[config.mk]
export PLATFORM = sky130hd
export DESIGN_NAME = three_level_feedback_queue_scheduler
export DESIGN_NICKNAME = d
export VERILOG_FILES = /design/src/sv/tlfqs_pkg.sv /design/src/sv/three_level_feedback_queue_scheduler.sv /design/src/sv/tlfqs_ram.sv
export SDC_FILE = /design/constraint.sdc
export NUM_CORES = 2
export LEC_CHECK = 0
export BUFFER_PORTS_ARGS = -buffer_cell sky130_fd_sc_hd__buf_2
export CAP_MARGIN = 20
export CORE_MARGIN = 1
export CORE_UTILIZATION = 50
export CTS_CLUSTER_DIAMETER = 120
export DETAILED_ROUTE_END_ITERATION = 10
export MAX_ROUTING_LAYER = met4
export PLACE_DENSITY = 0.65
export SLEW_MARGIN = 15
export SYNTH_ARGS = -nofsm -noshare
export SYNTH_HDL_FRONTEND = slang
export SYNTH_HIERARCHICAL = 1
export SYNTH_SLANG_ARGS = --single-unit
[constraint.sdc]
create_clock -name clock -period 15.04 [get_ports clock]
set_input_delay 3.008 -clock clock [delete_from_list [all_inputs] [get_ports clock]]
set_output_delay 3.008 -clock clock [all_outputs]
set_load 0.01 [all_outputs]
[src/sv/tlfqs_pkg.sv]
// Types and constants shared by the three-level feedback queue scheduler.
// Holds the operation codes, the packed per-slot record and the fixed quanta.
// No dependencies.
package tlfqs_pkg;

   typedef enum logic [2:0] {
      OP_CREATE  = 3'd0,
      OP_PICK    = 3'd1,
      OP_TICK    = 3'd2,
      OP_YIELD   = 3'd3,
      OP_RELEASE = 3'd4,
      OP_WAKE    = 3'd5,
      OP_SETPRI  = 3'd6,
      OP_BOOST   = 3'd7
   } op_type;

   typedef struct packed {
      logic [1:0] prio;
      logic [3:0] quantum;
      logic [1:0] level;
   } info_type;

   localparam int INFO_W = 8;

   localparam logic [3:0] NEW_QUANTUM = 4'd4;
   localparam logic [3:0] L1_QUANTUM  = 4'd6;
   localparam logic [3:0] L2_QUANTUM  = 4'd8;
   localparam logic [1:0] NEW_PRIO    = 2'd3;
   localparam logic [1:0] LVL_TOP     = 2'd2;
   localparam logic [1:0] LVL_NONE    = 2'd3;

endpackage

[src/sv/three_level_feedback_queue_scheduler.sv]
// Three-level feedback queue scheduler: top level with the sequencer and queue registers.
// Depends on tlfqs_pkg and tlfqs_ram (slot records and queue links).
//
//   channel | dir | beat contents
//   req     | in  | tdata: operation, process, new_priority
//   rsp     | out | tdata: chosen_process, chosen_level; tuser: valid_res
//
// Every request is paced by the one read port of each RAM. Insertion into the sorted
// top level walks the links through S_PUT_CHK, S_PUT_NX and S_PUT_NP per slot passed,
// a priority update scans the queues through S_SP_SCAN and S_SP_NEXT per slot, and boost
// visits each slot already in level 0 in S_BST_L0 and moves each slot up through
// S_BST_POP, S_BST_POPN (skipped for the last slot of a level) and S_PUT.
// Reset is synchronous; a response waiting on the output register does not hold off
// the next request, which waits in S_FINISH only while that response is not taken.
module three_level_feedback_queue_scheduler
   import tlfqs_pkg::*;
#(
   parameter int NUM_PROCS = 64
) (
   input  logic        clock,
   input  logic        reset,
   input  logic        req_tvalid,
   output logic        req_tready,
   input  logic [15:0] req_tdata,   // operation[2:0], process[8:3], new_priority[10:9]
   output logic        rsp_tvalid,
   input  logic        rsp_tready,
   output logic [7:0]  rsp_tdata,   // chosen_process[5:0], chosen_level[7:6]
   output logic        rsp_tuser    // valid_res
);

   localparam int PW = $clog2(NUM_PROCS);
   localparam int SW = $clog2(NUM_PROCS + 1);
   localparam logic [SW-1:0] STEP_MAX = SW'(NUM_PROCS);

   typedef enum logic [4:0] {
      S_IDLE, S_PICK, S_TICK, S_YIELD, S_WAKE, S_SP_RUN, S_SP_LVL, S_SP_SCAN,
      S_SP_NEXT, S_SP_HIT, S_SP_UNLINK, S_BST_L0, S_BST_POP, S_BST_POPN,
      S_BST_RUN, S_PUT, S_PUT_H, S_PUT_CHK, S_PUT_NX, S_PUT_NP, S_PUT_LINK1,
      S_PUT_LINK2, S_FINISH
   } state_type;

   state_type       state_ff, state_in;
   logic [PW-1:0]   head_ff [3];
   logic [PW-1:0]   head_in [3];
   logic [PW-1:0]   tail_ff [3];
   logic [PW-1:0]   tail_in [3];
   logic [2:0]      nonempty_ff, nonempty_in;
   logic [PW-1:0]   run_ff, run_in;
   logic            run_vld_ff, run_vld_in;
   logic [PW-1:0]   s_ff, s_in;
   logic [1:0]      pr_ff, pr_in;
   logic [1:0]      lvl_ff, lvl_in;
   logic [PW-1:0]   cur_ff, cur_in;
   logic [PW-1:0]   prev_ff, prev_in;
   logic [PW-1:0]   nxt_ff, nxt_in;
   logic [SW-1:0]   steps_ff, steps_in;
   logic            first_ff, first_in;
   logic [PW-1:0]   put_s_ff, put_s_in;
   logic [1:0]      put_lvl_ff, put_lvl_in;
   logic [1:0]      put_p_ff, put_p_in;
   logic            ret_bst_ff, ret_bst_in;
   logic            vres_ff, vres_in;
   logic [1:0]      lres_ff, lres_in;
   logic            rsp_vld_ff, rsp_vld_in;
   logic [7:0]      rsp_data_ff, rsp_data_in;
   logic            rsp_user_ff, rsp_user_in;
   logic [NUM_PROCS-1:0] ivld_ff, ivld_in;
   logic            rvld_ff, rvld_in;

   logic            iw_en, nw_en;
   logic [PW-1:0]   iw_addr, nw_addr, ir_addr, nr_addr;
   info_type        iw_data, ir_raw, info_rd;
   logic [PW-1:0]   nw_data, next_rd;

   op_type          req_op;
   logic [PW-1:0]   req_s;
   logic            req_ok, pick_hit;
   logic [1:0]      pick_lvl, lvl_c;

   tlfqs_ram #(.WIDTH(INFO_W), .DEPTH(NUM_PROCS)) u_info (
      .clock(clock), .we(iw_en), .waddr(iw_addr), .wdata(iw_data),
      .raddr(ir_addr), .rdata(ir_raw)
   );

   tlfqs_ram #(.WIDTH(PW), .DEPTH(NUM_PROCS)) u_link (
      .clock(clock), .we(nw_en), .waddr(nw_addr), .wdata(nw_data),
      .raddr(nr_addr), .rdata(next_rd)
   );

   assign info_rd    = rvld_ff ? ir_raw : info_type'('0);
   assign lvl_c      = (info_rd.level == LVL_NONE) ? LVL_TOP : info_rd.level;
   assign req_op     = op_type'(req_tdata[2:0]);
   assign req_s      = PW'(req_tdata[8:3]);
   assign req_ok     = 32'(req_tdata[8:3]) < 32'(NUM_PROCS);
   assign req_tready = (state_ff == S_IDLE);
   assign rsp_tvalid = rsp_vld_ff;
   assign rsp_tdata  = rsp_data_ff;
   assign rsp_tuser  = rsp_user_ff;

   always_comb begin
      pick_hit = 1'b1;
      pick_lvl = 2'd0;
      if (nonempty_ff[0]) begin
         pick_lvl = 2'd0;
      end else if (nonempty_ff[1]) begin
         pick_lvl = 2'd1;
      end else if (nonempty_ff[2]) begin
         pick_lvl = 2'd2;
      end else begin
         pick_hit = 1'b0;
      end
   end

   always_comb begin
      state_in    = state_ff;
      head_in     = head_ff;
      tail_in     = tail_ff;
      nonempty_in = nonempty_ff;
      run_in      = run_ff;
      run_vld_in  = run_vld_ff;
      s_in        = s_ff;
      pr_in       = pr_ff;
      lvl_in      = lvl_ff;
      cur_in      = cur_ff;
      prev_in     = prev_ff;
      nxt_in      = nxt_ff;
      steps_in    = steps_ff;
      first_in    = first_ff;
      put_s_in    = put_s_ff;
      put_lvl_in  = put_lvl_ff;
      put_p_in    = put_p_ff;
      ret_bst_in  = ret_bst_ff;
      vres_in     = vres_ff;
      lres_in     = lres_ff;
      rsp_vld_in  = rsp_vld_ff && !rsp_tready;
      rsp_data_in = rsp_data_ff;
      rsp_user_in = rsp_user_ff;
      iw_en       = 1'b0;
      iw_addr     = cur_ff;
      iw_data     = info_rd;
      nw_en       = 1'b0;
      nw_addr     = cur_ff;
      nw_data     = put_s_ff;
      ir_addr     = cur_ff;
      nr_addr     = cur_ff;

      unique case (state_ff)
         S_IDLE: begin
            if (req_tvalid) begin
               s_in       = req_s;
               pr_in      = req_tdata[10:9];
               vres_in    = 1'b0;
               lres_in    = 2'd0;
               ret_bst_in = 1'b0;
               state_in   = S_FINISH;
               unique case (req_op)
                  OP_CREATE: begin
                     if (req_ok) begin
                        iw_en      = 1'b1;
                        iw_addr    = req_s;
                        iw_data    = '{prio: NEW_PRIO, quantum: NEW_QUANTUM, level: 2'd0};
                        put_s_in   = req_s;
                        put_lvl_in = 2'd0;
                        put_p_in   = NEW_PRIO;
                        state_in   = S_PUT;
                     end
                  end
                  OP_PICK: begin
                     if (pick_hit) begin
                        vres_in    = 1'b1;
                        lres_in    = pick_lvl;
                        lvl_in     = pick_lvl;
                        run_in     = head_ff[pick_lvl];
                        run_vld_in = 1'b1;
                        if (head_ff[pick_lvl] == tail_ff[pick_lvl]) begin
                           nonempty_in[pick_lvl] = 1'b0;
                        end else begin
                           nr_addr  = head_ff[pick_lvl];
                           state_in = S_PICK;
                        end
                     end
                  end
                  OP_TICK: begin
                     if (run_vld_ff) begin
                        ir_addr  = run_ff;
                        state_in = S_TICK;
                     end
                  end
                  OP_YIELD: begin
                     if (run_vld_ff) begin
                        ir_addr  = run_ff;
                        state_in = S_YIELD;
                     end
                  end
                  OP_RELEASE: begin
                     run_vld_in = 1'b0;
                  end
                  OP_WAKE: begin
                     if (req_ok) begin
                        ir_addr  = req_s;
                        state_in = S_WAKE;
                     end
                  end
                  OP_SETPRI: begin
                     if (req_ok) begin
                        if (run_vld_ff && run_ff == req_s) begin
                           ir_addr  = req_s;
                           state_in = S_SP_RUN;
                        end else begin
                           lvl_in   = 2'd0;
                           state_in = S_SP_LVL;
                        end
                     end
                  end
                  OP_BOOST: begin
                     steps_in = '0;
                     if (nonempty_ff[0]) begin
                        cur_in   = head_ff[0];
                        ir_addr  = head_ff[0];
                        nr_addr  = head_ff[0];
                        state_in = S_BST_L0;
                     end else begin
                        lvl_in   = 2'd1;
                        state_in = S_BST_POP;
                     end
                  end
                  default: state_in = S_FINISH;
               endcase
            end
         end
         S_PICK: begin
            head_in[lvl_ff] = next_rd;
            state_in        = S_FINISH;
         end
         S_TICK: begin
            iw_en   = 1'b1;
            iw_addr = run_ff;
            iw_data = info_rd;
            if (info_rd.quantum != 4'd0) begin
               iw_data.quantum = 4'(info_rd.quantum - 4'd1);
            end
            state_in = S_FINISH;
         end
         S_YIELD: begin
            run_vld_in = 1'b0;
            iw_en      = 1'b1;
            iw_addr    = run_ff;
            put_s_in   = run_ff;
            iw_data    = info_rd;
            if (info_rd.quantum == 4'd0) begin
               if (lvl_c == LVL_TOP) begin
                  iw_data.prio    = (info_rd.prio != 2'd0) ? 2'(info_rd.prio - 2'd1) : 2'd0;
                  iw_data.quantum = L2_QUANTUM;
                  iw_data.level   = LVL_TOP;
               end else begin
                  iw_data.quantum = (lvl_c == 2'd0) ? L1_QUANTUM : L2_QUANTUM;
                  iw_data.level   = 2'(lvl_c + 2'd1);
               end
            end else begin
               iw_data.level = lvl_c;
            end
            put_lvl_in = iw_data.level;
            put_p_in   = iw_data.prio;
            state_in   = S_PUT;
         end
         S_WAKE: begin
            iw_en         = 1'b1;
            iw_addr       = s_ff;
            iw_data       = info_rd;
            iw_data.level = lvl_c;
            put_s_in      = s_ff;
            put_lvl_in    = lvl_c;
            put_p_in      = info_rd.prio;
            state_in      = S_PUT;
         end
         S_SP_RUN: begin
            iw_en        = 1'b1;
            iw_addr      = s_ff;
            iw_data      = info_rd;
            iw_data.prio = pr_ff;
            vres_in      = 1'b1;
            state_in     = S_FINISH;
         end
         S_SP_LVL: begin
            if (lvl_ff == LVL_NONE) begin
               state_in = S_FINISH;
            end else if (!nonempty_ff[lvl_ff]) begin
               lvl_in = 2'(lvl_ff + 2'd1);
            end else begin
               cur_in   = head_ff[lvl_ff];
               first_in = 1'b1;
               steps_in = '0;
               state_in = S_SP_SCAN;
            end
         end
         S_SP_SCAN: begin
            if (cur_ff == s_ff) begin
               ir_addr  = s_ff;
               state_in = S_SP_HIT;
            end else if (cur_ff == tail_ff[lvl_ff] || steps_ff >= STEP_MAX) begin
               lvl_in   = 2'(lvl_ff + 2'd1);
               state_in = S_SP_LVL;
            end else begin
               prev_in  = cur_ff;
               nr_addr  = cur_ff;
               first_in = 1'b0;
               steps_in = SW'(steps_ff + SW'(1));
               state_in = S_SP_NEXT;
            end
         end
         S_SP_NEXT: begin
            cur_in   = next_rd;
            state_in = S_SP_SCAN;
         end
         S_SP_HIT: begin
            iw_en        = 1'b1;
            iw_addr      = s_ff;
            iw_data      = info_rd;
            iw_data.prio = pr_ff;
            vres_in      = 1'b1;
            if (lvl_ff == LVL_TOP) begin
               iw_data.level = LVL_TOP;
               nr_addr       = cur_ff;
               state_in      = S_SP_UNLINK;
            end else begin
               state_in = S_FINISH;
            end
         end
         S_SP_UNLINK: begin
            if (first_ff) begin
               if (cur_ff == tail_ff[2]) begin
                  nonempty_in[2] = 1'b0;
               end else begin
                  head_in[2] = next_rd;
               end
            end else begin
               nw_en   = 1'b1;
               nw_addr = prev_ff;
               nw_data = next_rd;
               if (cur_ff == tail_ff[2]) begin
                  tail_in[2] = prev_ff;
               end
            end
            put_s_in   = s_ff;
            put_lvl_in = LVL_TOP;
            put_p_in   = pr_ff;
            state_in   = S_PUT;
         end
         S_BST_L0: begin
            iw_en           = 1'b1;
            iw_addr         = cur_ff;
            iw_data         = info_rd;
            iw_data.quantum = NEW_QUANTUM;
            if (cur_ff == tail_ff[0] || steps_ff >= STEP_MAX) begin
               lvl_in   = 2'd1;
               steps_in = '0;
               state_in = S_BST_POP;
            end else begin
               cur_in   = next_rd;
               ir_addr  = next_rd;
               nr_addr  = next_rd;
               steps_in = SW'(steps_ff + SW'(1));
            end
         end
         S_BST_POP: begin
            if (lvl_ff == LVL_NONE) begin
               state_in = run_vld_ff ? S_BST_RUN : S_FINISH;
            end else if (steps_ff >= STEP_MAX || !nonempty_ff[lvl_ff]) begin
               lvl_in   = 2'(lvl_ff + 2'd1);
               steps_in = '0;
            end else begin
               cur_in     = head_ff[lvl_ff];
               iw_en      = 1'b1;
               iw_addr    = head_ff[lvl_ff];
               iw_data    = '{prio: NEW_PRIO, quantum: NEW_QUANTUM, level: 2'd0};
               steps_in   = SW'(steps_ff + SW'(1));
               put_s_in   = head_ff[lvl_ff];
               put_lvl_in = 2'd0;
               put_p_in   = NEW_PRIO;
               ret_bst_in = 1'b1;
               if (head_ff[lvl_ff] == tail_ff[lvl_ff]) begin
                  nonempty_in[lvl_ff] = 1'b0;
                  state_in            = S_PUT;
               end else begin
                  nr_addr  = head_ff[lvl_ff];
                  state_in = S_BST_POPN;
               end
            end
         end
         S_BST_POPN: begin
            head_in[lvl_ff] = next_rd;
            state_in        = S_PUT;
         end
         S_BST_RUN: begin
            iw_en    = 1'b1;
            iw_addr  = run_ff;
            iw_data  = '{prio: NEW_PRIO, quantum: NEW_QUANTUM, level: 2'd0};
            state_in = S_FINISH;
         end
         S_PUT: begin
            if (!nonempty_ff[put_lvl_ff]) begin
               head_in[put_lvl_ff]     = put_s_ff;
               tail_in[put_lvl_ff]     = put_s_ff;
               nonempty_in[put_lvl_ff] = 1'b1;
               state_in = ret_bst_ff ? S_BST_POP : S_FINISH;
            end else if (put_lvl_ff != LVL_TOP) begin
               nw_en   = 1'b1;
               nw_addr = tail_ff[put_lvl_ff];
               nw_data = put_s_ff;
               tail_in[put_lvl_ff] = put_s_ff;
               state_in = ret_bst_ff ? S_BST_POP : S_FINISH;
            end else begin
               cur_in   = head_ff[2];
               ir_addr  = head_ff[2];
               steps_in = '0;
               state_in = S_PUT_H;
            end
         end
         S_PUT_H: begin
            if (put_p_ff < info_rd.prio) begin
               nw_en      = 1'b1;
               nw_addr    = put_s_ff;
               nw_data    = head_ff[2];
               head_in[2] = put_s_ff;
               state_in   = S_FINISH;
            end else begin
               state_in = S_PUT_CHK;
            end
         end
         S_PUT_CHK: begin
            if (cur_ff == tail_ff[2]) begin
               nw_en      = 1'b1;
               nw_addr    = cur_ff;
               nw_data    = put_s_ff;
               tail_in[2] = put_s_ff;
               state_in   = S_FINISH;
            end else begin
               nr_addr  = cur_ff;
               state_in = (steps_ff >= STEP_MAX) ? S_PUT_LINK1 : S_PUT_NX;
            end
         end
         S_PUT_NX: begin
            nxt_in   = next_rd;
            ir_addr  = next_rd;
            state_in = S_PUT_NP;
         end
         S_PUT_NP: begin
            if (info_rd.prio <= put_p_ff) begin
               cur_in   = nxt_ff;
               steps_in = SW'(steps_ff + SW'(1));
               state_in = S_PUT_CHK;
            end else begin
               nw_en    = 1'b1;
               nw_addr  = put_s_ff;
               nw_data  = nxt_ff;
               state_in = S_PUT_LINK2;
            end
         end
         S_PUT_LINK1: begin
            nw_en    = 1'b1;
            nw_addr  = put_s_ff;
            nw_data  = next_rd;
            state_in = S_PUT_LINK2;
         end
         S_PUT_LINK2: begin
            nw_en    = 1'b1;
            nw_addr  = cur_ff;
            nw_data  = put_s_ff;
            state_in = S_FINISH;
         end
         S_FINISH: begin
            if (!rsp_vld_ff || rsp_tready) begin
               rsp_vld_in  = 1'b1;
               rsp_data_in = {lres_ff, 6'(run_ff)};
               rsp_user_in = vres_ff;
               state_in    = S_IDLE;
            end
         end
         default: state_in = S_IDLE;
      endcase

      ivld_in = ivld_ff;
      if (iw_en) begin
         ivld_in[iw_addr] = 1'b1;
      end
      rvld_in = ivld_ff[ir_addr];
   end

   always_ff @(posedge clock) begin
      if (reset) begin
         state_ff    <= S_IDLE;
         nonempty_ff <= '0;
         run_vld_ff  <= 1'b0;
         rsp_vld_ff  <= 1'b0;
         ivld_ff     <= '0;
         rvld_ff     <= 1'b0;
         run_ff      <= '0;
         for (int i = 0; i < 3; i++) begin
            head_ff[i] <= '0;
            tail_ff[i] <= '0;
         end
      end else begin
         state_ff    <= state_in;
         nonempty_ff <= nonempty_in;
         run_vld_ff  <= run_vld_in;
         rsp_vld_ff  <= rsp_vld_in;
         ivld_ff     <= ivld_in;
         rvld_ff     <= rvld_in;
         run_ff      <= run_in;
         head_ff     <= head_in;
         tail_ff     <= tail_in;
      end
      s_ff        <= s_in;
      pr_ff       <= pr_in;
      lvl_ff      <= lvl_in;
      cur_ff      <= cur_in;
      prev_ff     <= prev_in;
      nxt_ff      <= nxt_in;
      steps_ff    <= steps_in;
      first_ff    <= first_in;
      put_s_ff    <= put_s_in;
      put_lvl_ff  <= put_lvl_in;
      put_p_ff    <= put_p_in;
      ret_bst_ff  <= ret_bst_in;
      vres_ff     <= vres_in;
      lres_ff     <= lres_in;
      rsp_data_ff <= rsp_data_in;
      rsp_user_ff <= rsp_user_in;
   end

endmodule

[src/sv/tlfqs_ram.sv]
// Generic single-write, single-read RAM with a registered read port.
// Used for the per-slot records and the queue links. No dependencies.
module tlfqs_ram #(
   parameter int WIDTH = 8,
   parameter int DEPTH = 64
) (
   input  logic                     clock,
   input  logic                     we,
   input  logic [$clog2(DEPTH)-1:0] waddr,
   input  logic [WIDTH-1:0]         wdata,
   input  logic [$clog2(DEPTH)-1:0] raddr,
   output logic [WIDTH-1:0]         rdata
);

   logic [WIDTH-1:0] mem [DEPTH];

   always_ff @(posedge clock) begin
      if (we) begin
         mem[waddr] <= wdata;
      end
      rdata <= mem[raddr];
   end

endmodule
==> reports/qor.txt <==
POWER
------------------------------------------------------------------------------
Net switching power figure                                             4.38 mW
Part of the total power dissipated in combinational logic                41.5%
Leakage power                                                          16.6 nW
Total Power Consumption                                                11.6 mW
Internal                                                               7.22 mW
Power per unit of standard cell area                                224 mW/mm²
Largest vdd supply drop                                                 171 µV
Part of the total power dissipated in the clock network                  23.3%
Share of total power consumed by net switching                           37.8%
Proportion of power drawn by flip-flops and latches                      35.2%

DIE
------------------------------------------------------------------------------
Starting utilization of the core area                                    50.4%
Top Ports                                                                   31
Std-Cell Rows                                                              112
Core area                                                           0.0932 mm²
Floorplan die area                                                  0.0952 mm²
Die span in y                                                           309 µm
Die W                                                                   309 µm

SYNTH
------------------------------------------------------------------------------
Synth unique cells                                                          87
Post-synth design cell area                                         0.0470 mm²
Post-synth top area cell                                          sky130_fd_sc_hd__edfxtp_1
Share of flip-flops with an asynchronous set or reset                       0%
Portion of the post-synthesis area used by sequential elements           66.6%
Synthesized area per cell                                             14.9 µm²
Post-synthesis net count                                                  3185
Most common cell in the synthesized netlist                       sky130_fd_sc_hd__edfxtp_1
Largest cells by area after synthesis                             sky130_fd_sc_hd__edfxtp_1 61%, sky130_fd_sc_hd__mux4_2 11%, sky130_fd_sc_hd__dfxtp_1 5.6%
Most frequently used flop master after synthesis                  sky130_fd_sc_hd__edfxtp_1
Yosys reg bits                                                            1086
Proportion of netlist area held by the largest area contributor          61.0%
Post-synth EDFFs                                                           955
Syn Inst Count                                                            3156
Number of synthesis warnings                                                 6
Top cells by instance count after synthesis                       955 x sky130_fd_sc_hd__edfxtp_1, 380 x sky130_fd_sc_hd__nor2_1, 227 x sky130_fd_sc_hd__mux4_2, 215 x sky130_fd_sc_hd__nand2_1, 143 x sky130_fd_sc_hd__a21oi_1

CLOCK TREE
------------------------------------------------------------------------------
Post-cts resize count                                                        0
Clock transition at the registers of the reported paths                0.06 ns
Setup Fix Bufs, Post-CTS                                                     0
Clk Latency, worst-skew pair                                           0.69 ns
TritonCTS clock tree                                                       yes
Maximum number of buffers from clock root to sink                            3
Number of buffers created by CTS                                           108
Quantity of hold-fixing buffers added after cts                              0
CTS sink count                                                            1086
Number of H-tree levels                                                      3
CTS Root Cell                                                     sky130_fd_sc_hd__clkbuf_16

MIN PATH
------------------------------------------------------------------------------
Type of the worst min-delay path                                  flip-flop to flip-flop

TIMING
------------------------------------------------------------------------------
Count of final hold-check violations                                         0
Setup repair after global routing missed its margin                         no
Max_slew headroom                                                        26.5%
Final setup TNS                                                           0 ns
Crit share post-route                                                    49.2%
Final period demand of the worst path                                  7.40 ns
Final count of pins violating max slew                                       0
Maximum clock skew at final layout                                   0.0334 ns
Highest achievable clock rate                                          135 MHz
Number of setup violations in the final report                               0
Pin slew with the least headroom to its limit                          1.10 ns

WORST SETUP PATH
------------------------------------------------------------------------------
Setup crit start kind                                             primary input
Top Family by Delay on Critical Path                              buffers and inverters
Peak fanout along the critical path                                         64
Buffer and inverter count on the worst path                                  4
Critical Path, Cell by Cell                                       buf_2, and3b_1, nand4_1, nor3_1, a211o_1, o31ai_1, and2_2, buf_4, inv_8, buf_4, mux4_2, mux4_2, o2111ai_1, o41ai_1
Slowest cell delay on critical path                                    0.70 ns
Setup Crit Path Kind                                              primary input to flip-flop
CP Data Required Time                                                 15.57 ns
Master of the slowest instance on the critical path               sky130_fd_sc_hd__buf_4
Setup crit end kind                                                  flip-flop
Arrival time at the worst endpoint                                     7.93 ns

ROUTE
------------------------------------------------------------------------------
Routed length per placed instance                                      27.2 µm
Overall routed net length                                               122 mm
Drt pass-1 iters                                                             6
Via count                                                                28800
Starting DRT DRC Count                                                    3442
DRC violations left                                                          0
Number of nets still failing antenna checks after routing                    0
Via-per-instance ratio                                                    6.41

OUTCOME
------------------------------------------------------------------------------
Result of the run                                                 finished, final reports clean

FINISH
------------------------------------------------------------------------------
Cell area after layout                                              0.0519 mm²
Total of fill cells in the finished design                                7303
Number of nets in the finished design                                     3182
Sequential Area                                                     0.0313 mm²
Total area of multi-input combinational cells                       0.0147 mm²
Relative area change from synthesis to final layout                      10.4%
Share of cells above drive strength 1                                    16.6%

GLOBAL ROUTING
------------------------------------------------------------------------------
GR Overflow Total                                                            0
Global-route wire length before repair                                  182 mm
Combined global-route utilization of all metal layers                    26.6%
Largest net degree at the start of global routing                           74
Number of global-route vias before repair                                28100
Initial antenna violation count                                              1

PLACE
------------------------------------------------------------------------------
Routability cong.                                                         1.02
Final HPWL DP                                                          79.4 mm
# port buffers                                                              25
Instance area at placement                                          0.0483 mm²

RUN
------------------------------------------------------------------------------
Max Cap Violations                                                           0

==> logic make-up after synthesis <==
family	after synthesis	synth area share (%)
compound gates	577	8.27
simple gates	855	8.16
flops	1086	66.6
xor+xnor	50	0.932
buf+inv	232	2.34
fa+ha+maj	9	0.240
mux	347	13.5
==> flip-flops by register name (all words and copies together) (netlist names), 3 cells and up <==
name / flops
s_ff: 6
head_ff: 18
u_info/rdata: 8
u_link/rdata: 6
prev_ff: 6
ivld_ff: 64
put_s_ff: 6
nonempty_ff: 3
tail_ff: 18
u_link/mem: 384
steps_ff: 7
rsp_tdata: 8
state_ff: 5
cur_ff: 6
u_info/mem: 512
nxt_ff: 6
run_ff: 6
==> power by group through the flow <==
stage / registers [mW] / logic (mW) / clock network [mW]
2_1_floorplan: 4.05 / 3.43 / 0
3_3_place_gp: 4.14 / 4.70 / 0
3_5_place_dp: 4.15 / 4.78 / 0
4_1_cts: 4.09 / 4.80 / 2.76
5_1_grt: 4.10 / 5.11 / 2.86
6_report: 4.09 / 4.81 / 2.71
==> final timing paths <==
path	startpoint	to	slack (ns)	cells after the start
min reg2reg	lres_ff[0]	rsp_tdata[6]	0.44	0
max	req_tdata[2]	u_info/rdata[7]	7.64	14
max reg2reg	nonempty_ff[1]	u_link/rdata[0]	7.84	16
min	lres_ff[0]	rsp_tdata[6]	0.44	0
==> per-layer routing <==
metal / vias to the layer above / wire length [µm] / global-route usage (%)
met5: - / 0 / -
met4: 0 / 4270 / 9.15
met3: 279 / 9830 / 4.51
met2: 1387 / 58400 / 41.1
met1: 14700 / 49900 / 35.9
li1: 12400 / - / -
==> placed cells by master (no fill, tap or decap), drive strengths merged, types with 40 or more instances in the layout <==
cell and count:
nor2 382, buf 81, o22ai 42, edfxtp 955, mux2i 111, clkinv 51, a21oi 145, inv 40
clkbuf 129, a22oi 62, dfxtp 131, o21ai 101, mux4 227, nand2 215, nand3 62
==> layout make-up <==
class	instances	area share, %
inverters	38	0.289
clock buffers	129	5.38
multi-input cells	1838	28.4
flip-flops and latches	1086	60.3
well taps	1254	3.02
repair buffers	81	1.05
clock inverters	73	1.53
diodes	1	0.00482
==> through the flow <==
stage,instances,setup slack [ns],hold WS (ns),util [%]
floorplan,3156,7.98,0.400,-
global placement,4295,6.92,0.402,51.8
detailed placement,4297,6.94,0.421,51.8
CTS,4499,7.66,0.435,55.6
global route,4500,7.40,0.451,55.7
finish,4500,7.64,0.437,55.7
No activity file was read; power rests on OpenSTA's default activity.
